### config.mk
export PLATFORM = sky130hd
export DESIGN_NAME = sensor_frame_deframer_crc16
export DESIGN_NICKNAME = d
export VERILOG_FILES = /design/src/hw/rtl/sfd_pkg.sv /design/src/hw/rtl/sfd_front.sv /design/src/hw/rtl/sfd_queue.sv /design/src/hw/rtl/sfd_back.sv /design/src/hw/rtl/sensor_frame_deframer_crc16.sv
export SDC_FILE = /design/constraint.sdc
export NUM_CORES = 1
export LEC_CHECK = 0
export BUFFER_PORTS_ARGS = -buffer_cell sky130_fd_sc_hd__buf_2
export CORE_AREA = 5 5 118 98
export DETAILED_ROUTE_END_ITERATION = 10
export DIE_AREA = 0 0 123 103
export PLACE_DENSITY = 0.89
export RECOVER_POWER = 50
export SKIP_CTS_REPAIR_TIMING = 1
export SLEW_MARGIN = 20
export SYNTH_ARGS = -nofsm -noshare
export SYNTH_HDL_FRONTEND = slang
export SYNTH_HIERARCHICAL = 1
export SYNTH_SLANG_ARGS = --single-unit
### constraint.sdc
create_clock -name aclk -period 3.8 [get_ports aclk]
set_input_delay 0.38 -clock aclk [delete_from_list [all_inputs] [get_ports aclk]]
set_output_delay 0.38 -clock aclk [all_outputs]
set_load 0.005 [all_outputs]
### src/hw/rtl/sfd_pkg.sv
// ----------------------------------------------------------------------------
// sfd_pkg
// Types, constants and the CRC-16/Modbus byte update for the frame deframer.
// ----------------------------------------------------------------------------
package sfd_pkg;

    localparam logic [7:0]  HDR_FIRST  = 8'hAA;
    localparam logic [7:0]  HDR_SECOND = 8'h55;
    localparam logic [7:0]  TAIL_BYTE  = 8'h5D;
    localparam logic [15:0] CRC_INIT   = 16'hFFFF;
    localparam logic [15:0] CRC_POLY   = 16'hA001;
    localparam logic [3:0]  FRAME_LEN  = 4'd10;

    // role of a byte inside the frame, set by the front end
    typedef enum logic [3:0] {
        KIND_START,
        KIND_HDR2,
        KIND_TAG,
        KIND_TEMP_HI,
        KIND_TEMP_LO,
        KIND_HUM_HI,
        KIND_HUM_LO,
        KIND_CRC_HI,
        KIND_CRC_LO,
        KIND_TAIL
    } byte_kind_t;

    typedef enum logic [1:0] {
        STATUS_GOOD,
        STATUS_BAD_TAIL,
        STATUS_BAD_CRC
    } frame_status_t;

    // queue entry between front and back end
    typedef struct packed {
        byte_kind_t kind;
        logic [7:0] data;
    } q_entry_t;

    // reflected crc update over one byte, lsb first
    function automatic logic [15:0] crc16_byte(input logic [15:0] crc_in,
                                               input logic [7:0]  data_in);
        logic [15:0] crc;
        crc = crc_in ^ {8'h00, data_in};
        for (int k = 0; k < 8; k++) begin
            crc = crc[0] ? ((crc >> 1) ^ CRC_POLY) : (crc >> 1);
        end
        return crc;
    endfunction

endpackage

### src/hw/rtl/sfd_front.sv
// ----------------------------------------------------------------------------
// sfd_front
// Header hunt and frame position tracking; tags each useful byte with its role.
// ----------------------------------------------------------------------------
module sfd_front import sfd_pkg::*; (
    input  logic       aclk,
    input  logic       aresetn,
    input  logic       s_tvalid,
    output logic       s_tready,
    input  logic [7:0] s_tdata,
    output logic       push_valid,
    input  logic       push_ready,
    output q_entry_t   push_entry
);

    logic [3:0] pos_reg, pos_next;
    logic [3:0] pos_eff;
    logic       take;
    logic       keep;

    assign s_tready = push_ready;
    assign take     = s_tvalid && push_ready;

    // out-of-range positions behave as hunting
    assign pos_eff = (pos_reg >= FRAME_LEN) ? 4'd0 : pos_reg;

    // classify the byte and step the position
    always_comb begin
        pos_next        = pos_reg;
        keep            = 1'b0;
        push_entry.kind = KIND_TAG;
        push_entry.data = s_tdata;
        if (take) begin
            case (pos_eff)
                4'd0: begin
                    if (s_tdata == HDR_FIRST) begin
                        keep            = 1'b1;
                        push_entry.kind = KIND_START;
                        pos_next        = 4'd1;
                    end else begin
                        pos_next = 4'd0;
                    end
                end
                4'd1: begin
                    if (s_tdata == HDR_SECOND) begin
                        keep            = 1'b1;
                        push_entry.kind = KIND_HDR2;
                        pos_next        = 4'd2;
                    end else if (s_tdata == HDR_FIRST) begin
                        // repeated header byte restarts the frame here
                        keep            = 1'b1;
                        push_entry.kind = KIND_START;
                        pos_next        = 4'd1;
                    end else begin
                        pos_next = 4'd0;
                    end
                end
                4'd2: begin
                    keep = 1'b1; push_entry.kind = KIND_TAG;     pos_next = 4'd3;
                end
                4'd3: begin
                    keep = 1'b1; push_entry.kind = KIND_TEMP_HI; pos_next = 4'd4;
                end
                4'd4: begin
                    keep = 1'b1; push_entry.kind = KIND_TEMP_LO; pos_next = 4'd5;
                end
                4'd5: begin
                    keep = 1'b1; push_entry.kind = KIND_HUM_HI;  pos_next = 4'd6;
                end
                4'd6: begin
                    keep = 1'b1; push_entry.kind = KIND_HUM_LO;  pos_next = 4'd7;
                end
                4'd7: begin
                    keep = 1'b1; push_entry.kind = KIND_CRC_HI;  pos_next = 4'd8;
                end
                4'd8: begin
                    keep = 1'b1; push_entry.kind = KIND_CRC_LO;  pos_next = 4'd9;
                end
                default: begin
                    keep = 1'b1; push_entry.kind = KIND_TAIL;    pos_next = 4'd0;
                end
            endcase
        end
    end

    assign push_valid = keep;

    // position register
    always_ff @(posedge aclk) begin
        if (!aresetn) begin
            pos_reg <= 4'd0;
        end else begin
            pos_reg <= pos_next;
        end
    end

endmodule

### src/hw/rtl/sfd_queue.sv
// ----------------------------------------------------------------------------
// sfd_queue
// Small first-in first-out buffer of classified bytes between front and back.
// ----------------------------------------------------------------------------
module sfd_queue import sfd_pkg::*; #(
    parameter int Depth = 2
) (
    input  logic     aclk,
    input  logic     aresetn,
    input  logic     push_valid,
    output logic     push_ready,
    input  q_entry_t push_entry,
    output logic     pop_valid,
    input  logic     pop_ready,
    output q_entry_t pop_entry
);

    localparam int IdxW = (Depth > 1) ? $clog2(Depth) : 1;
    localparam int CntW = $clog2(Depth + 1);

    q_entry_t        slot_reg [Depth];
    logic [IdxW-1:0] wr_ptr_reg, wr_ptr_next;
    logic [IdxW-1:0] rd_ptr_reg, rd_ptr_next;
    logic [CntW-1:0] count_reg, count_next;
    logic            do_push, do_pop;

    assign push_ready = (count_reg != CntW'(Depth));
    assign pop_valid  = (count_reg != '0);
    assign do_push    = push_valid && push_ready;
    assign do_pop     = pop_valid && pop_ready;
    assign pop_entry  = slot_reg[rd_ptr_reg];

    // pointer and fill bookkeeping
    always_comb begin
        wr_ptr_next = wr_ptr_reg;
        rd_ptr_next = rd_ptr_reg;
        count_next  = count_reg;
        if (do_push) begin
            wr_ptr_next = (wr_ptr_reg == IdxW'(Depth - 1)) ? '0 : wr_ptr_reg + 1'b1;
        end
        if (do_pop) begin
            rd_ptr_next = (rd_ptr_reg == IdxW'(Depth - 1)) ? '0 : rd_ptr_reg + 1'b1;
        end
        if (do_push && !do_pop) begin
            count_next = count_reg + 1'b1;
        end else if (do_pop && !do_push) begin
            count_next = count_reg - 1'b1;
        end
    end

    always_ff @(posedge aclk) begin
        if (!aresetn) begin
            wr_ptr_reg <= '0;
            rd_ptr_reg <= '0;
            count_reg  <= '0;
        end else begin
            wr_ptr_reg <= wr_ptr_next;
            rd_ptr_reg <= rd_ptr_next;
            count_reg  <= count_next;
        end
    end

    // entry storage
    always_ff @(posedge aclk) begin
        if (do_push) begin
            slot_reg[wr_ptr_reg] <= push_entry;
        end
    end

endmodule

### src/hw/rtl/sfd_back.sv
// ----------------------------------------------------------------------------
// sfd_back
// Runs the checksum, holds the frame fields and registers one result per frame.
// ----------------------------------------------------------------------------
module sfd_back import sfd_pkg::*; (
    input  logic        aclk,
    input  logic        aresetn,
    input  logic        pop_valid,
    output logic        pop_ready,
    input  q_entry_t    pop_entry,
    output logic        m_tvalid,
    input  logic        m_tready,
    output logic [47:0] m_tdata
);

    logic [15:0]        crc_reg, crc_next;
    logic signed [15:0] temp_hold_reg;
    logic [15:0]        hum_hold_reg;
    logic [7:0]         tag_hold_reg;
    logic [7:0]         crc_hi_hold_reg;

    logic               out_valid_reg, out_valid_next;
    frame_status_t      out_status_reg, status_next;
    logic signed [15:0] out_temp_reg;
    logic [15:0]        out_hum_reg;
    logic [7:0]         out_tag_reg;

    logic               out_free;
    logic               do_pop;
    logic               is_tail;

    assign out_free  = !out_valid_reg || m_tready;
    assign is_tail   = (pop_entry.kind == KIND_TAIL);
    assign pop_ready = !is_tail || out_free;
    assign do_pop    = pop_valid && pop_ready;

    // tail byte checked before checksum
    always_comb begin
        if (pop_entry.data != TAIL_BYTE) begin
            status_next = STATUS_BAD_TAIL;
        end else if (crc_reg != 16'h0000) begin
            status_next = STATUS_BAD_CRC;
        end else begin
            status_next = STATUS_GOOD;
        end
    end

    // checksum update per byte role
    always_comb begin
        crc_next = crc_reg;
        if (do_pop) begin
            case (pop_entry.kind)
                KIND_START:   crc_next = crc16_byte(CRC_INIT, pop_entry.data);
                KIND_HDR2,
                KIND_TAG,
                KIND_TEMP_HI,
                KIND_TEMP_LO,
                KIND_HUM_HI,
                KIND_HUM_LO:  crc_next = crc16_byte(crc_reg, pop_entry.data);
                KIND_CRC_HI:  crc_next = crc_reg;
                KIND_CRC_LO:  crc_next = crc_reg ^ {crc_hi_hold_reg, pop_entry.data};
                KIND_TAIL:    crc_next = CRC_INIT;
                default:      crc_next = crc_reg;
            endcase
        end
    end

    // output valid: loaded by tail, cleared when taken
    always_comb begin
        out_valid_next = out_valid_reg;
        if (out_valid_reg && m_tready) begin
            out_valid_next = 1'b0;
        end
        if (do_pop && is_tail) begin
            out_valid_next = 1'b1;
        end
    end

    always_ff @(posedge aclk) begin
        if (!aresetn) begin
            crc_reg       <= CRC_INIT;
            out_valid_reg <= 1'b0;
        end else begin
            crc_reg       <= crc_next;
            out_valid_reg <= out_valid_next;
        end
    end

    // field holds
    always_ff @(posedge aclk) begin
        if (do_pop) begin
            case (pop_entry.kind)
                KIND_TAG:     tag_hold_reg        <= pop_entry.data;
                KIND_TEMP_HI: temp_hold_reg[15:8] <= pop_entry.data;
                KIND_TEMP_LO: temp_hold_reg[7:0]  <= pop_entry.data;
                KIND_HUM_HI:  hum_hold_reg[15:8]  <= pop_entry.data;
                KIND_HUM_LO:  hum_hold_reg[7:0]   <= pop_entry.data;
                KIND_CRC_HI:  crc_hi_hold_reg     <= pop_entry.data;
                default:      ;
            endcase
        end
    end

    // result payload
    always_ff @(posedge aclk) begin
        if (do_pop && is_tail) begin
            out_status_reg <= status_next;
            out_temp_reg   <= temp_hold_reg;
            out_hum_reg    <= hum_hold_reg;
            out_tag_reg    <= tag_hold_reg;
        end
    end

    assign m_tvalid = out_valid_reg;
    assign m_tdata  = {6'b000000, out_tag_reg, out_hum_reg, out_temp_reg, out_status_reg};

endmodule

### src/hw/rtl/sensor_frame_deframer_crc16.sv
// ----------------------------------------------------------------------------
// sensor_frame_deframer_crc16
// Ten-byte sensor frame receiver with header hunt and CRC-16/Modbus check.
// ----------------------------------------------------------------------------
//  channel  | dir | tdata bits (low to high)                        | per
//  ---------+-----+-------------------------------------------------+-----------
//  s_       | in  | rx_byte[7:0]                                    | one byte
//  m_       | out | frame_status[1:0] temperature_raw[17:2]         | one frame
//           |     | humidity_raw[33:18] frame_tag[41:34] zero[47:42]|
//
//  one byte per cycle while the queue has room; the front end tracks frame
//  position, the back end runs the crc one byte per cycle out of the
//  QueueDepth-entry queue; the result is registered when the back end pops
//  the tail byte; a stalled result holds only tail bytes in the back end;
//  the queue keeps taking bytes until it fills
//  synchronous active-low reset, no clearing pass; hunting starts right after
// ----------------------------------------------------------------------------
module sensor_frame_deframer_crc16 import sfd_pkg::*; #(
    parameter int QueueDepth = 2
) (
    input  logic        aclk,
    input  logic        aresetn,
    input  logic        s_tvalid,
    output logic        s_tready,
    input  logic [7:0]  s_tdata,   // rx_byte[7:0]
    output logic        m_tvalid,
    input  logic        m_tready,
    output logic [47:0] m_tdata    // frame_status, temperature_raw, humidity_raw, frame_tag
);

    logic     push_valid, push_ready;
    q_entry_t push_entry;
    logic     pop_valid, pop_ready;
    q_entry_t pop_entry;

    // classify incoming bytes
    sfd_front u_front (
        .aclk       (aclk),
        .aresetn    (aresetn),
        .s_tvalid   (s_tvalid),
        .s_tready   (s_tready),
        .s_tdata    (s_tdata),
        .push_valid (push_valid),
        .push_ready (push_ready),
        .push_entry (push_entry)
    );

    // decoupling queue
    sfd_queue #(
        .Depth (QueueDepth)
    ) u_queue (
        .aclk       (aclk),
        .aresetn    (aresetn),
        .push_valid (push_valid),
        .push_ready (push_ready),
        .push_entry (push_entry),
        .pop_valid  (pop_valid),
        .pop_ready  (pop_ready),
        .pop_entry  (pop_entry)
    );

    // checksum and result
    sfd_back u_back (
        .aclk      (aclk),
        .aresetn   (aresetn),
        .pop_valid (pop_valid),
        .pop_ready (pop_ready),
        .pop_entry (pop_entry),
        .m_tvalid  (m_tvalid),
        .m_tready  (m_tready),
        .m_tdata   (m_tdata)
    );

endmodule

==> impl_metrics.prom, run 1 <==
# TYPE chip_impl_metric gauge
chip_impl_metric{name="worstSkewPairLatency",unit="ns"} 0.42
chip_impl_metric{name="placementRows",unit=""} 34
chip_impl_metric{name="detailedRoute.firstIterationViolations",unit=""} 435
chip_impl_metric{name="async_reset_ff_frac",unit=""} 0
chip_impl_metric{name="top_level_ports",unit=""} 62
chip_impl_metric{name="routed_via_count_divided_by_cell_count",unit=""} 5.646
chip_impl_metric{name="chipWidth",unit="µm"} 123
chip_impl_metric{name="clk_transition_reported_paths",unit="ns"} 0.06
chip_impl_metric{name="h_tree_level_count",unit=""} 4
chip_impl_metric{name="initial_utilization",unit=""} 0.5514
chip_impl_metric{name="vias_in_the_first_global_route",unit=""} 3285
chip_impl_metric{name="crit_cells",unit=""} 7
chip_impl_info{name="worstSetupStartpointType",value="register"} 1
chip_impl_metric{name="route.vias.total",unit=""} 3416
chip_impl_info{name="worstHoldPathType",value="in2reg"} 1
chip_impl_metric{name="switching_share",unit=""} 0.3030
chip_impl_metric{name="pwr_density_cell",unit="nW/µm²"} 704.3
chip_impl_metric{name="warnings_from_yosys",unit=""} 6
chip_impl_metric{name="coreArea",unit="µm²"} 10420
chip_impl_metric{name="initial_antenna_violation_count",unit=""} 0
chip_impl_metric{name="p_int",unit="W"} 0.003248
chip_impl_info{name="timing.hold.worst_endpoint",value="u_queue/slot_reg[1][7]"} 1
chip_impl_metric{name="p_sw",unit="W"} 0.001412
chip_impl_metric{name="globalRouteTotalUtil",unit=""} 0.1950
chip_impl_metric{name="max-vdd-ir-drop",unit="µV"} 311.7
chip_impl_metric{name="finalHoldViolations",unit=""} 0
chip_impl_metric{name="amount_of_wire_on_met2_after_detailed_routing",unit="µm"} 5468
chip_impl_metric{name="fmaxAchievable",unit="MHz"} 330.0
chip_impl_metric{name="maxSlewHeadroom",unit=""} 0.3832
chip_impl_metric{name="cp_slowest_stage_delay",unit="ns"} 0.64
chip_impl_metric{name="tritoncts.num_buffers",unit=""} 17
chip_impl_metric{name="multi_input_area",unit="µm²"} 1613
chip_impl_metric{name="post_route_fraction_of_the_period_consumed_by_the_critical_path",unit=""} 0.7973
chip_impl_metric{name="gpl.final_weighted_congestion",unit=""} 0.8784
chip_impl_metric{name="synth-seq-cells",unit=""} 140
chip_impl_metric{name="arrival",unit="ns"} 3.32
chip_impl_metric{name="r2r_cells",unit=""} 7
chip_impl_metric{name="finClkSkew",unit="ns"} 0.01242
chip_impl_metric{name="synthesis.area_per_instance",unit="µm²"} 14.66
chip_impl_metric{name="layout.nets",unit=""} 465
chip_impl_metric{name="power.sequential.fraction",unit=""} 0.411
chip_impl_metric{name="power.leakage",unit="nW"} 2.316
chip_impl_metric{name="synthToLayoutAreaGrowth",unit="%"} 15.13
chip_impl_metric{name="cp.buffers_inverters",unit=""} 0
chip_impl_metric{name="drt_drc_violations_left",unit=""} 0
chip_impl_metric{name="firstDrtPassIters",unit=""} 5
chip_impl_info{name="setup.worst_path.end_class",value="register"} 1
chip_impl_info{name="delay_heaviest_family_cp",value="XOR/XNOR gates"} 1
chip_impl_info{name="synth_flop_cell",value="sky130_fd_sc_hd__edfxtp_1"} 1
chip_impl_info{name="synth_common_cells",value="114 x sky130_fd_sc_hd__edfxtp_1, 31 x sky130_fd_sc_hd__xnor2_1, 27 x sky130_fd_sc_hd__nand2_1"} 1
chip_impl_metric{name="grt_start_max_net_pins",unit=""} 43
chip_impl_info{name="reg2reg_to",value="u_back/crc_reg[15]"} 1
chip_impl_metric{name="wl_met3",unit="µm"} 1049
chip_impl_metric{name="setup_viol",unit=""} 0
chip_impl_metric{name="fp.dieH",unit="µm"} 103
chip_impl_metric{name="syn-instance-count",unit=""} 392
chip_impl_info{name="synthMostInstantiatedCell",value="sky130_fd_sc_hd__edfxtp_1"} 1
chip_impl_metric{name="layoutNonFillerInstCount",unit=""} 605
chip_impl_metric{name="cts_buffer_depth",unit=""} 2
chip_impl_info{name="leading_cell_types_by_total_area_after_synthesis",value="sky130_fd_sc_hd__edfxtp_1 60%, sky130_fd_sc_hd__dfxtp_1 9.1%, sky130_fd_sc_hd__xnor2_1 4.7%"} 1
chip_impl_info{name="clock_tree.root_cell",value="sky130_fd_sc_hd__clkbuf_16"} 1
chip_impl_metric{name="finalMaxSlewViolations",unit=""} 0
chip_impl_metric{name="avgRoutedWirePerCell",unit="µm"} 18.91
chip_impl_info{name="critical_path_class",value="reg2reg"} 1
chip_impl_metric{name="synthDistinctLibCells",unit=""} 57
chip_impl_metric{name="synth.yosys.seq_area_share",unit=""} 0.6863
chip_impl_metric{name="place_inst",unit=""} 573
chip_impl_info{name="top_layer",value="met4"} 1
chip_impl_info{name="slowest_stage",value="sky130_fd_sc_hd__dfxtp_1"} 1
chip_impl_metric{name="met1_length",unit="µm"} 4807
chip_impl_info{name="outcome",value="complete, no violations"} 1
chip_impl_info{name="netlist.top_cell.by_area",value="sky130_fd_sc_hd__edfxtp_1"} 1
chip_impl_metric{name="n_antenna_cell",unit=""} 0
chip_impl_info{name="rsz0062_at_grt",value="no"} 1
chip_impl_metric{name="cp_max_fo",unit=""} 12
chip_impl_metric{name="holdPathStages",unit=""} 1
chip_impl_metric{name="drt.antenna.violating_nets",unit=""} 0
chip_impl_metric{name="global_route_total_overflow",unit=""} 0
chip_impl_metric{name="fin_setup_tns",unit="ns"} 0
chip_impl_info{name="min_delay_startpoint",value="s_tdata[7]"} 1
chip_impl_metric{name="first_pass_grt_wire_length",unit="µm"} 18110
chip_impl_metric{name="drt_wl_total",unit="µm"} 11440
chip_impl_metric{name="maxCapViolations",unit=""} 0
chip_impl_metric{name="tritoncts_num_sinks",unit=""} 140
chip_impl_metric{name="gate_power_share",unit=""} 0.241
chip_impl_info{name="tritoncts",value="built"} 1
chip_impl_info{name="timing.critical_path.cells",value="mux2_1, xnor2_1, xnor3_1, xor3_2, xnor2_1, a211oi_1, o21ai_1"} 1
chip_impl_info{name="crit_path_frequent_cell",value="sky130_fd_sc_hd__xnor2_1"} 1
chip_impl_metric{name="area_of_all_sequential_standard_cells",unit="µm²"} 3944
chip_impl_metric{name="cp.required",unit="ns"} 4.09
chip_impl_metric{name="die-area",unit="µm²"} 12670
chip_impl_metric{name="fraction_of_layout_cells_with_a_size_suffix_above_1",unit=""} 0.1735
chip_impl_metric{name="setup.reg_to_reg.worst_slack",unit="ns"} 0.77
chip_impl_metric{name="clock_network_fraction_of_design_power",unit=""} 0.348
chip_impl_metric{name="largest_reg_flops",unit=""} 24
chip_impl_metric{name="worstMarginPinSlew",unit="ns"} 0.9252
chip_impl_metric{name="place.detailed.hpwl",unit="µm"} 7453
chip_impl_metric{name="post-synth-top-area-fraction",unit=""} 0.5957
chip_impl_metric{name="netlist_area",unit="µm²"} 5747
chip_impl_metric{name="layout_min_cycle_time",unit="ns"} 3.030
chip_impl_metric{name="port_buffers",unit=""} 55
chip_impl_metric{name="fill_cells",unit=""} 748
chip_impl_metric{name="synth_edf_count",unit=""} 114
## how the worst max path moves through the flow
stage                             to  slack (ns)
3_3_place_gp       u_back/crc_reg[0]        1.05
6_report          u_back/crc_reg[15]        0.77
4_1_cts           u_back/crc_reg[15]        0.87
3_5_place_dp      u_back/crc_reg[15]        0.91
5_1_grt           u_back/crc_reg[15]        0.55
2_1_floorplan  u_back/out_hum_reg[0]        0.89
## cell type report
class / instances / area share
Clock buffer: 18 / 0.06486
Clock inverter: 14 / 0.02307
Inverter: 6 / 0.003404
Multi-Input combinational cell: 223 / 0.2438
Sequential cell: 140 / 0.5961
Tap cell: 144 / 0.02723
Timing Repair Buffer: 60 / 0.04160
## worst reg2reg max path: stages, from the launching register on
cell and delay (ns):
sky130_fd_sc_hd__dfxtp_1 0.64, sky130_fd_sc_hd__mux2_1 0.54, sky130_fd_sc_hd__xnor2_1 0.39, sky130_fd_sc_hd__xnor3_1 0.49, sky130_fd_sc_hd__xor3_2 0.28, sky130_fd_sc_hd__xnor2_1 0.16
sky130_fd_sc_hd__a211oi_1 0.29, sky130_fd_sc_hd__o21ai_1 0.11
## power groups by stage
stage	sequential (W)	clock [W]	combinational, W
after floorplan	0.00190	0	0.000927
after global placement	0.00194	0	0.00107
after detailed placement	0.00194	0	0.00111
after CTS	0.00191	0.00165	0.00112
after global routing	0.00193	0.00173	0.00122
final	0.00192	0.00162	0.00112
## routing by layer
layer / vias to the layer above / GRT usage
li1: 1567 / -
met3: 9 / 0.05047
met4: 0 / 0.06894
met1: 1651 / 0.2669
met5: - / 0
met2: 189 / 0.3062
## through the flow
stage	hold WS [ns]	worst slack (ns)	power [W]	area, µm²	utilization
global placement	0.4014	1.053	0.003008	6080	0.5833
global route	0.2542	0.5514	0.004875	6616	0.6348
CTS	0.1646	0.8744	0.004679	6661	0.6391
finish	0.2249	0.7701	0.004660	6616	0.6348
floorplan	0.4003	0.8881	0.002824	5766	-
detailed placement	0.4045	0.9064	0.003049	6080	0.5833
## placed cells by master, fill, tap and decap left out, types with 6 or more instances in the layout
cell,count
sky130_fd_sc_hd__nand2_1,27
sky130_fd_sc_hd__conb_1,6
sky130_fd_sc_hd__buf_2,25
sky130_fd_sc_hd__dfxtp_1,26
sky130_fd_sc_hd__inv_1,6
sky130_fd_sc_hd__o21ai_0,13
sky130_fd_sc_hd__a21oi_1,8
sky130_fd_sc_hd__nand3_1,13
sky130_fd_sc_hd__edfxtp_1,114
sky130_fd_sc_hd__o211ai_1,10
sky130_fd_sc_hd__xnor2_1,31
sky130_fd_sc_hd__clkbuf_16,17
sky130_fd_sc_hd__and2_1,6
sky130_fd_sc_hd__mux2_1,7
sky130_fd_sc_hd__inv_6,6
sky130_fd_sc_hd__nor2_1,10
sky130_fd_sc_hd__clkbuf_1,31
## kinds of logic (layout without fill, tap and decap cells)
group,after synthesis,in the layout,synth area share
buf+inv,34,98,0.03527
mux,12,12,0.02351
fa+ha+maj,5,5,0.01089
flops,140,140,0.6863
compound gates,59,59,0.06967
xor+xnor,42,42,0.07555
other cells,1,6,0.0006525
simple gates,99,99,0.09819
(Power assumes the default switching activity.)
==> inputs of run 2 (changes only) <==
- ABC_AREA: default -> 1
- CORE_AREA: 5 5 118 98 -> 5 5 126 104
- DIE_AREA: 0 0 123 103 -> 0 0 131 109
- PLACE_DENSITY: 0.89 -> 0.86
- clock period: 3.8 -> 2.69 ns (I/O delays scaled with it)
==> impl_metrics.prom, run 2 <==
# TYPE chip_impl_metric gauge
chip_impl_info{name="outcome",value="complete, no violations"} 1
chip_impl_metric{name="worstMarginPinSlew",unit="ns"} 0.6411
chip_impl_metric{name="async_reset_ff_frac",unit=""} 0
chip_impl_metric{name="cp.required",unit="ns"} 2.97
chip_impl_metric{name="placement.setup.worst_slack",unit="ns"} 0.2308
chip_impl_metric{name="synthAdderAreaFrac",unit=""} 0.01040
chip_impl_metric{name="top_level_ports",unit=""} 62
chip_impl_metric{name="muxShareOfSynthArea",unit=""} 0.02870
chip_impl_info{name="worstSetupStartpointType",value="register"} 1
chip_impl_metric{name="finClkSkew",unit="ns"} 0.008173
chip_impl_metric{name="fp.dieH",unit="µm"} 109
chip_impl_metric{name="synth_edf_count",unit=""} 114
chip_impl_metric{name="maxSlewHeadroom",unit=""} 0.5703
chip_impl_metric{name="tritoncts.num_buffers",unit=""} 17
chip_impl_metric{name="globalRouteTotalUtil",unit=""} 0.1937
chip_impl_metric{name="placementRows",unit=""} 36
chip_impl_info{name="timing.critical_path.cells",value="clkbuf_1, mux2_4, inv_2, nand2_1, nand2_1, nand2_1, nand2_1, nand2_1, nand3_1, nand2_1, nand2_2, nand3_1, nand3_1, nand3_1, nand2_1, nand3_1"} 1
chip_impl_metric{name="synthToLayoutAreaGrowth",unit="%"} 17.55
chip_impl_metric{name="p_int",unit="W"} 0.005104
chip_impl_metric{name="r2r_cells",unit=""} 16
chip_impl_info{name="synthMostInstantiatedCell",value="sky130_fd_sc_hd__edfxtp_1"} 1
chip_impl_info{name="leading_cell_types_by_total_area_after_synthesis",value="sky130_fd_sc_hd__edfxtp_1 57%, sky130_fd_sc_hd__dfxtp_1 8.7%, sky130_fd_sc_hd__nand2_1 6.6%"} 1
chip_impl_info{name="crit_path_frequent_cell",value="sky130_fd_sc_hd__nand2_1"} 1
chip_impl_metric{name="grt_start_max_net_pins",unit=""} 44
chip_impl_metric{name="drt_wl_total",unit="µm"} 13140
chip_impl_metric{name="cp_slowest_stage_delay",unit="ns"} 0.41
chip_impl_metric{name="cts_buffer_depth",unit=""} 2
chip_impl_metric{name="post_synthesis_share_of_cell_area_spent_on_xor_and_xnor_gates",unit=""} 0.02038
chip_impl_info{name="synth_top_family_by_area",value="simple AND/OR/NAND/NOR gates"} 1
chip_impl_info{name="layout.cells.most_common",value="sky130_fd_sc_hd__edfxtp_1"} 1
chip_impl_metric{name="total_power",unit="W"} 0.008109
chip_impl_metric{name="power.sequential.fraction",unit=""} 0.368
chip_impl_metric{name="met2_usage",unit=""} 0.2935
chip_impl_metric{name="routed_via_count_divided_by_cell_count",unit=""} 5.377
chip_impl_metric{name="power.leakage",unit="nW"} 2.820
chip_impl_metric{name="coreArea",unit="µm²"} 11800
chip_impl_info{name="netlist.top_cell.by_area",value="sky130_fd_sc_hd__edfxtp_1"} 1
chip_impl_metric{name="netlist_area",unit="µm²"} 6017
chip_impl_metric{name="drt_drc_violations_left",unit=""} 0
chip_impl_metric{name="initial_utilization",unit=""} 0.5099
chip_impl_metric{name="switching_share",unit=""} 0.3705
chip_impl_info{name="worstHoldPathType",value="in2reg"} 1
chip_impl_metric{name="synth-simple-area-share",unit=""} 0.1474
chip_impl_metric{name="drt.antenna.violating_nets",unit=""} 0
chip_impl_metric{name="synth-seq-cells",unit=""} 140
chip_impl_metric{name="synthDistinctLibCells",unit=""} 43
chip_impl_info{name="grt-busiest-layer",value="met2"} 1
chip_impl_metric{name="global_route_total_overflow",unit=""} 0
chip_impl_info{name="tritoncts",value="built"} 1
chip_impl_metric{name="syn-instance-count",unit=""} 527
chip_impl_metric{name="clk_transition_reported_paths",unit="ns"} 0.06
chip_impl_metric{name="grt.met3_usage",unit=""} 0.05093
chip_impl_metric{name="finalMaxSlewViolations",unit=""} 0
chip_impl_info{name="setup.worst_path.end_class",value="register"} 1
chip_impl_metric{name="max-vdd-ir-drop",unit="µV"} 721.4
chip_impl_metric{name="first_pass_grt_wire_length",unit="µm"} 20590
chip_impl_metric{name="initial_antenna_violation_count",unit=""} 0
chip_impl_metric{name="place.detailed.hpwl",unit="µm"} 9115
chip_impl_metric{name="fin_setup_tns",unit="ns"} 0
chip_impl_metric{name="global_route.usage.met1",unit=""} 0.2684
chip_impl_metric{name="firstDrtPassIters",unit=""} 5
chip_impl_metric{name="clock_network_fraction_of_design_power",unit=""} 0.290
chip_impl_metric{name="cp_max_fo",unit=""} 12
chip_impl_info{name="critical_path_class",value="reg2reg"} 1
chip_impl_metric{name="synth_compound_area_frac",unit=""} 0.06904
chip_impl_metric{name="layout_min_cycle_time",unit="ns"} 2.423
chip_impl_metric{name="vias_in_the_first_global_route",unit=""} 3950
chip_impl_info{name="synth_common_cells",value="114 x sky130_fd_sc_hd__edfxtp_1, 105 x sky130_fd_sc_hd__nand2_1, 52 x sky130_fd_sc_hd__inv_1"} 1
chip_impl_metric{name="synth.yosys.seq_area_share",unit=""} 0.6554
chip_impl_metric{name="h_tree_level_count",unit=""} 4
chip_impl_metric{name="largest_reg_flops",unit=""} 24
chip_impl_metric{name="pwr_density_cell",unit="nW/µm²"} 1146
chip_impl_metric{name="gate_power_share",unit=""} 0.342
chip_impl_metric{name="chipWidth",unit="µm"} 131
chip_impl_metric{name="finalHoldViolations",unit=""} 0
chip_impl_metric{name="worstSkewPairLatency",unit="ns"} 0.41
chip_impl_metric{name="hold_slack",unit="ns"} 0.09440
chip_impl_metric{name="route.vias.total",unit=""} 4151
chip_impl_metric{name="place_area",unit="µm²"} 6519
chip_impl_metric{name="arrival",unit="ns"} 2.70
chip_impl_metric{name="tritoncts_num_sinks",unit=""} 140
chip_impl_metric{name="die-area",unit="µm²"} 14280
chip_impl_metric{name="setup_viol",unit=""} 0
chip_impl_metric{name="n_antenna_cell",unit=""} 0
chip_impl_metric{name="warnings_from_yosys",unit=""} 6
chip_impl_info{name="rsz0062_at_grt",value="no"} 1
chip_impl_metric{name="port_buffers",unit=""} 55
chip_impl_metric{name="post_route_fraction_of_the_period_consumed_by_the_critical_path",unit=""} 0.9006
chip_impl_metric{name="fraction_of_layout_cells_with_a_size_suffix_above_1",unit=""} 0.1855
chip_impl_metric{name="gpl.final_weighted_congestion",unit=""} 0.9638
chip_impl_info{name="slowest_stage",value="sky130_fd_sc_hd__mux2_4"} 1
chip_impl_metric{name="avgRoutedWirePerCell",unit="µm"} 17.02
chip_impl_metric{name="post-synth-top-area-fraction",unit=""} 0.5689
chip_impl_info{name="final_cell_mix",value="114 x sky130_fd_sc_hd__edfxtp_1, 106 x sky130_fd_sc_hd__nand2_1, 53 x sky130_fd_sc_hd__inv_1, 35 x sky130_fd_sc_hd__nor2_1, 34 x sky130_fd_sc_hd__clkbuf_1"} 1
chip_impl_info{name="synth_flop_cell",value="sky130_fd_sc_hd__edfxtp_1"} 1
chip_impl_metric{name="layout.nets",unit=""} 624
chip_impl_metric{name="postLayoutCellArea",unit="µm²"} 7073
chip_impl_metric{name="holdPathStages",unit=""} 1
chip_impl_metric{name="synthesis.area_per_instance",unit="µm²"} 11.42
chip_impl_metric{name="p_sw",unit="W"} 0.003004
chip_impl_metric{name="detailedRoute.firstIterationViolations",unit=""} 403
chip_impl_info{name="clock_tree.root_cell",value="sky130_fd_sc_hd__clkbuf_16"} 1
chip_impl_metric{name="fmaxAchievable",unit="MHz"} 412.8
chip_impl_metric{name="final_critical_path_setup_slack",unit="ns"} 0.2674
chip_impl_metric{name="maxCapViolations",unit=""} 0
[run 2: cell types whose count changed after synthesis, sizes merged, moves of 5 or more]
cell,change
nor2,+29
nand4,+5
nand3,+18
o21ai,+8
xnor2,-26
inv,+57
a21oi,+14
clkbuf,-5
and3,-5
and2,-7
nand2,+85
[run 2: cell families (layout without fill, tap and decap cells)]
family                   count (synthesis)  in the layout
AND/OR/NAND/NOR                        200            200
flip-flops                             140            140
buffers and inverters                   86            174
AO/OA/AOI/OAI                           69             69
XOR/XNOR                                14             14
multiplexers                            12             12
adder cells (fa/ha/maj)                  5              5
other                                    1              6
[run 2: critical path: cells and delay by family, from the launching register on]
| kind | cells | cell delay, ns |
|---|---|---|
| buffers and inverters | 2 | 0.29 |
| DFF | 1 | 0.38 |
| muxes | 1 | 0.41 |
| and+or+nand+nor | 13 | 1.19 |
[run 2: cell type report]
class	instances	area, µm²
Inverter	64	241.5
Clock inverter	15	176.4
Multi-Input combinational cell	306	1682
Timing Repair Buffer	78	412.9
Tap cell	152	190.2
Fill cell	920	4728
Clock buffer	17	425.4
Sequential cell	140	3945
[run 2: routing by layer]
layer	vias up	wire, µm
met5	-	0
met4	0	178
met3	17	1258
met2	204	5946
met1	1969	5756
li1	1961	-
[run 2: power groups by stage]
stage          registers [W]  logic (W)  clock network, W
2_1_floorplan        0.00293    0.00202                 0
3_3_place_gp         0.00300    0.00267                 0
3_5_place_dp         0.00301    0.00272                 0
4_1_cts              0.00297    0.00274           0.00239
5_1_grt              0.00301    0.00308           0.00251
6_report             0.00298    0.00278           0.00235
[run 2: worst paths after layout]
check	start	end	slack (ns)
min reg2reg	u_back/temp_hold_reg[4]	u_back/out_temp_reg[4]	0.42
max reg2reg	register	u_back/crc_reg[15]	0.27
max	register	u_back/crc_reg[15]	0.27
min	s_tdata[2]	u_queue/slot_reg[0][2]	0.09
[run 2: stage by stage]
step	cells	util
final	772	0.5993
after global routing	772	0.5993
after CTS	772	0.6034
after detailed placement	740	0.5524
after global placement	740	0.5524
after floorplan	532	-
==> inputs of run 3 (changes only) <==
- MAX_ROUTING_LAYER: default -> met4
==> impl_metrics.prom, run 3 (synthesis results as in run 2) <==
# TYPE chip_impl_metric gauge
chip_impl_metric{name="drt_drc_violations_left",unit=""} 0
chip_impl_metric{name="max-vdd-ir-drop",unit="µV"} 565.4
chip_impl_metric{name="vias_in_the_first_global_route",unit=""} 4093
chip_impl_info{name="setup.worst_path.end_class",value="register"} 1
chip_impl_info{name="slowest_stage",value="sky130_fd_sc_hd__dfxtp_2"} 1
chip_impl_metric{name="h_tree_level_count",unit=""} 4
chip_impl_metric{name="synthToLayoutAreaGrowth",unit="%"} 16.97
chip_impl_metric{name="chipWidth",unit="µm"} 131
chip_impl_metric{name="grt.met3_usage",unit=""} 0.07101
chip_impl_metric{name="gpl.final_weighted_congestion",unit=""} 0.9954
chip_impl_info{name="timing.critical_path.cells",value="buf_4, mux2_4, inv_1, ha_1, xnor2_1, xor2_1, xor2_1, inv_1, nand2_1, nand3_1, nand2_1, inv_1, nand2_1, nand2_1"} 1
chip_impl_metric{name="first_pass_grt_wire_length",unit="µm"} 21470
chip_impl_metric{name="finalHoldViolations",unit=""} 0
chip_impl_metric{name="met2_usage",unit=""} 0.3112
chip_impl_metric{name="holdPathStages",unit=""} 1
chip_impl_metric{name="globalRouteTotalUtil",unit=""} 0.2098
chip_impl_metric{name="power.leakage",unit="nW"} 2.797
chip_impl_metric{name="clk_transition_reported_paths",unit="ns"} 0.06
chip_impl_metric{name="cp_slowest_stage_delay",unit="ns"} 0.40
chip_impl_metric{name="top_level_ports",unit=""} 62
chip_impl_metric{name="worstSkewPairLatency",unit="ns"} 0.41
chip_impl_metric{name="cp.required",unit="ns"} 3.00
chip_impl_info{name="clock_tree.root_cell",value="sky130_fd_sc_hd__clkbuf_16"} 1
chip_impl_metric{name="global_route_total_overflow",unit=""} 0
chip_impl_info{name="worstHoldPathType",value="in2reg"} 1
chip_impl_metric{name="route.vias.total",unit=""} 4153
chip_impl_metric{name="initial_utilization",unit=""} 0.5099
chip_impl_metric{name="detailedRoute.firstIterationViolations",unit=""} 377
chip_impl_metric{name="coreArea",unit="µm²"} 11800
chip_impl_metric{name="worstMarginPinSlew",unit="ns"} 0.6706
chip_impl_metric{name="place.detailed.hpwl",unit="µm"} 9530
chip_impl_info{name="outcome",value="complete, no violations"} 1
chip_impl_metric{name="tritoncts_num_sinks",unit=""} 140
chip_impl_info{name="critical_path_class",value="reg2reg"} 1
chip_impl_metric{name="avgRoutedWirePerCell",unit="µm"} 17.81
chip_impl_metric{name="r2r_cells",unit=""} 14
chip_impl_info{name="layout.cells.most_common",value="sky130_fd_sc_hd__edfxtp_1"} 1
chip_impl_metric{name="setup_viol",unit=""} 0
chip_impl_info{name="reg2reg_to",value="u_back/crc_reg[0]"} 1
chip_impl_metric{name="finalMaxSlewViolations",unit=""} 0
chip_impl_info{name="tritoncts",value="built"} 1
chip_impl_metric{name="drt_wl_total",unit="µm"} 13770
chip_impl_metric{name="fmaxAchievable",unit="MHz"} 403.1
chip_impl_metric{name="post_route_fraction_of_the_period_consumed_by_the_critical_path",unit=""} 0.9222
chip_impl_info{name="rsz0062_at_grt",value="no"} 1
chip_impl_metric{name="layout_min_cycle_time",unit="ns"} 2.481
chip_impl_metric{name="n_antenna_cell",unit=""} 0
chip_impl_metric{name="place_area",unit="µm²"} 6534
chip_impl_metric{name="cts_buffer_depth",unit=""} 2
chip_impl_metric{name="maxSlewHeadroom",unit=""} 0.5505
chip_impl_metric{name="postLayoutCellArea",unit="µm²"} 7038
chip_impl_metric{name="grt_start_max_net_pins",unit=""} 44
chip_impl_metric{name="fin_setup_tns",unit="ns"} 0
chip_impl_metric{name="fp.dieH",unit="µm"} 109
chip_impl_info{name="grt-busiest-layer",value="met2"} 1
chip_impl_metric{name="die-area",unit="µm²"} 14280
chip_impl_info{name="crit_path_frequent_cell",value="sky130_fd_sc_hd__nand2_1"} 1
chip_impl_info{name="min_delay_startpoint",value="s_tdata[2]"} 1
chip_impl_metric{name="fraction_of_layout_cells_with_a_size_suffix_above_1",unit=""} 0.1739
chip_impl_metric{name="cp_max_fo",unit=""} 10
chip_impl_metric{name="layout.nets",unit=""} 626
chip_impl_info{name="timing.hold.worst_endpoint",value="u_queue/slot_reg[1][2]"} 1
chip_impl_metric{name="routed_via_count_divided_by_cell_count",unit=""} 5.373
chip_impl_metric{name="placementRows",unit=""} 36
chip_impl_metric{name="drt.antenna.violating_nets",unit=""} 0
chip_impl_metric{name="global_route.usage.met1",unit=""} 0.2707
chip_impl_metric{name="largest_reg_flops",unit=""} 24
chip_impl_metric{name="setup.reg_to_reg.worst_slack",unit="ns"} 0.21
chip_impl_metric{name="arrival",unit="ns"} 2.79
chip_impl_info{name="worstSetupStartpointType",value="register"} 1
chip_impl_info{name="final_cell_mix",value="114 x sky130_fd_sc_hd__edfxtp_1, 106 x sky130_fd_sc_hd__nand2_1, 52 x sky130_fd_sc_hd__inv_1, 40 x sky130_fd_sc_hd__clkbuf_1, 36 x sky130_fd_sc_hd__nor2_1"} 1
chip_impl_metric{name="port_buffers",unit=""} 55
chip_impl_metric{name="finClkSkew",unit="ns"} 0.007152
chip_impl_metric{name="pwr_density_cell",unit="nW/µm²"} 1146
chip_impl_metric{name="firstDrtPassIters",unit=""} 5
chip_impl_metric{name="tritoncts.num_buffers",unit=""} 17
chip_impl_metric{name="maxCapViolations",unit=""} 0
chip_impl_metric{name="initial_antenna_violation_count",unit=""} 0
==> run 3: cell count changes in the layout (fill, tap and decap cells not counted), moves of 2 or more <==
cell,delta
sky130_fd_sc_hd__buf_2,-5
sky130_fd_sc_hd__clkbuf_1,+6
sky130_fd_sc_hd__clkinv_1,+2
sky130_fd_sc_hd__clkinv_4,+2
sky130_fd_sc_hd__inv_6,-3
==> run 3: power breakdown <==
group	internal [W]	switching [W]
clock	0.00136	0.000890
sequential	0.00274	0.000249
combinational	0.000976	0.00185
total	0.00508	0.00299
==> run 3: cell type report <==
| class | instances | area (µm²) |
|---|---|---|
| clock buffer | 18 | 429.2 |
| tap | 152 | 190.2 |
| timing repair buffer | 80 | 417.9 |
| sequential | 140 | 3945 |
| inverter | 64 | 241.5 |
| clock inverter | 13 | 140.1 |
| fill | 942 | 4763 |
| multi-input combinational | 306 | 1674 |
==> run 3: worst max-delay path: cells and delay by family, from the launching register on <==
kind / cells / cell delay, ns
xor gates and xnor gates: 3 / 0.61
adders and majority gates: 1 / 0.28
buffers and inverters: 4 / 0.42
DFF: 1 / 0.40
muxes: 1 / 0.36
and+or+nand+nor: 5 / 0.31
==> run 3: metal layers <==
layer	wire, µm	vias to the layer above
met5	0	-
met4	312	0
met3	1325	35
met2	6128	196
met1	6002	1954
li1	-	1968
==> run 3: how the worst max path moves through the flow <==
stage                   from                       to  cells past startpoint
floorplan           register    u_back/out_hum_reg[0]                     13
global placement    register        u_back/crc_reg[0]                     14
detailed placement  register     u_queue/count_reg[1]                     17
CTS                 register  u_back/temp_hold_reg[5]                     10
global route        register        u_back/crc_reg[0]                     14
finish              register        u_back/crc_reg[0]                     14
==> run 3: per-stage QoR <==
stage | instances | hold WS (ns) | util | power (W) | setup WS (ns)
final | 773 | 0.1190 | 0.5964 | 0.008068 | 0.2092
after detailed placement | 742 | 0.4045 | 0.5536 | 0.005782 | 0.1887
after floorplan | 532 | 0.3903 | - | 0.004956 | 0.04437
after CTS | 773 | 0.04855 | 0.6019 | 0.008057 | 0.1511
after global routing | 773 | 0.1096 | 0.5964 | 0.008511 | 0.01936
after global placement | 742 | 0.4044 | 0.5536 | 0.005718 | 0.2504
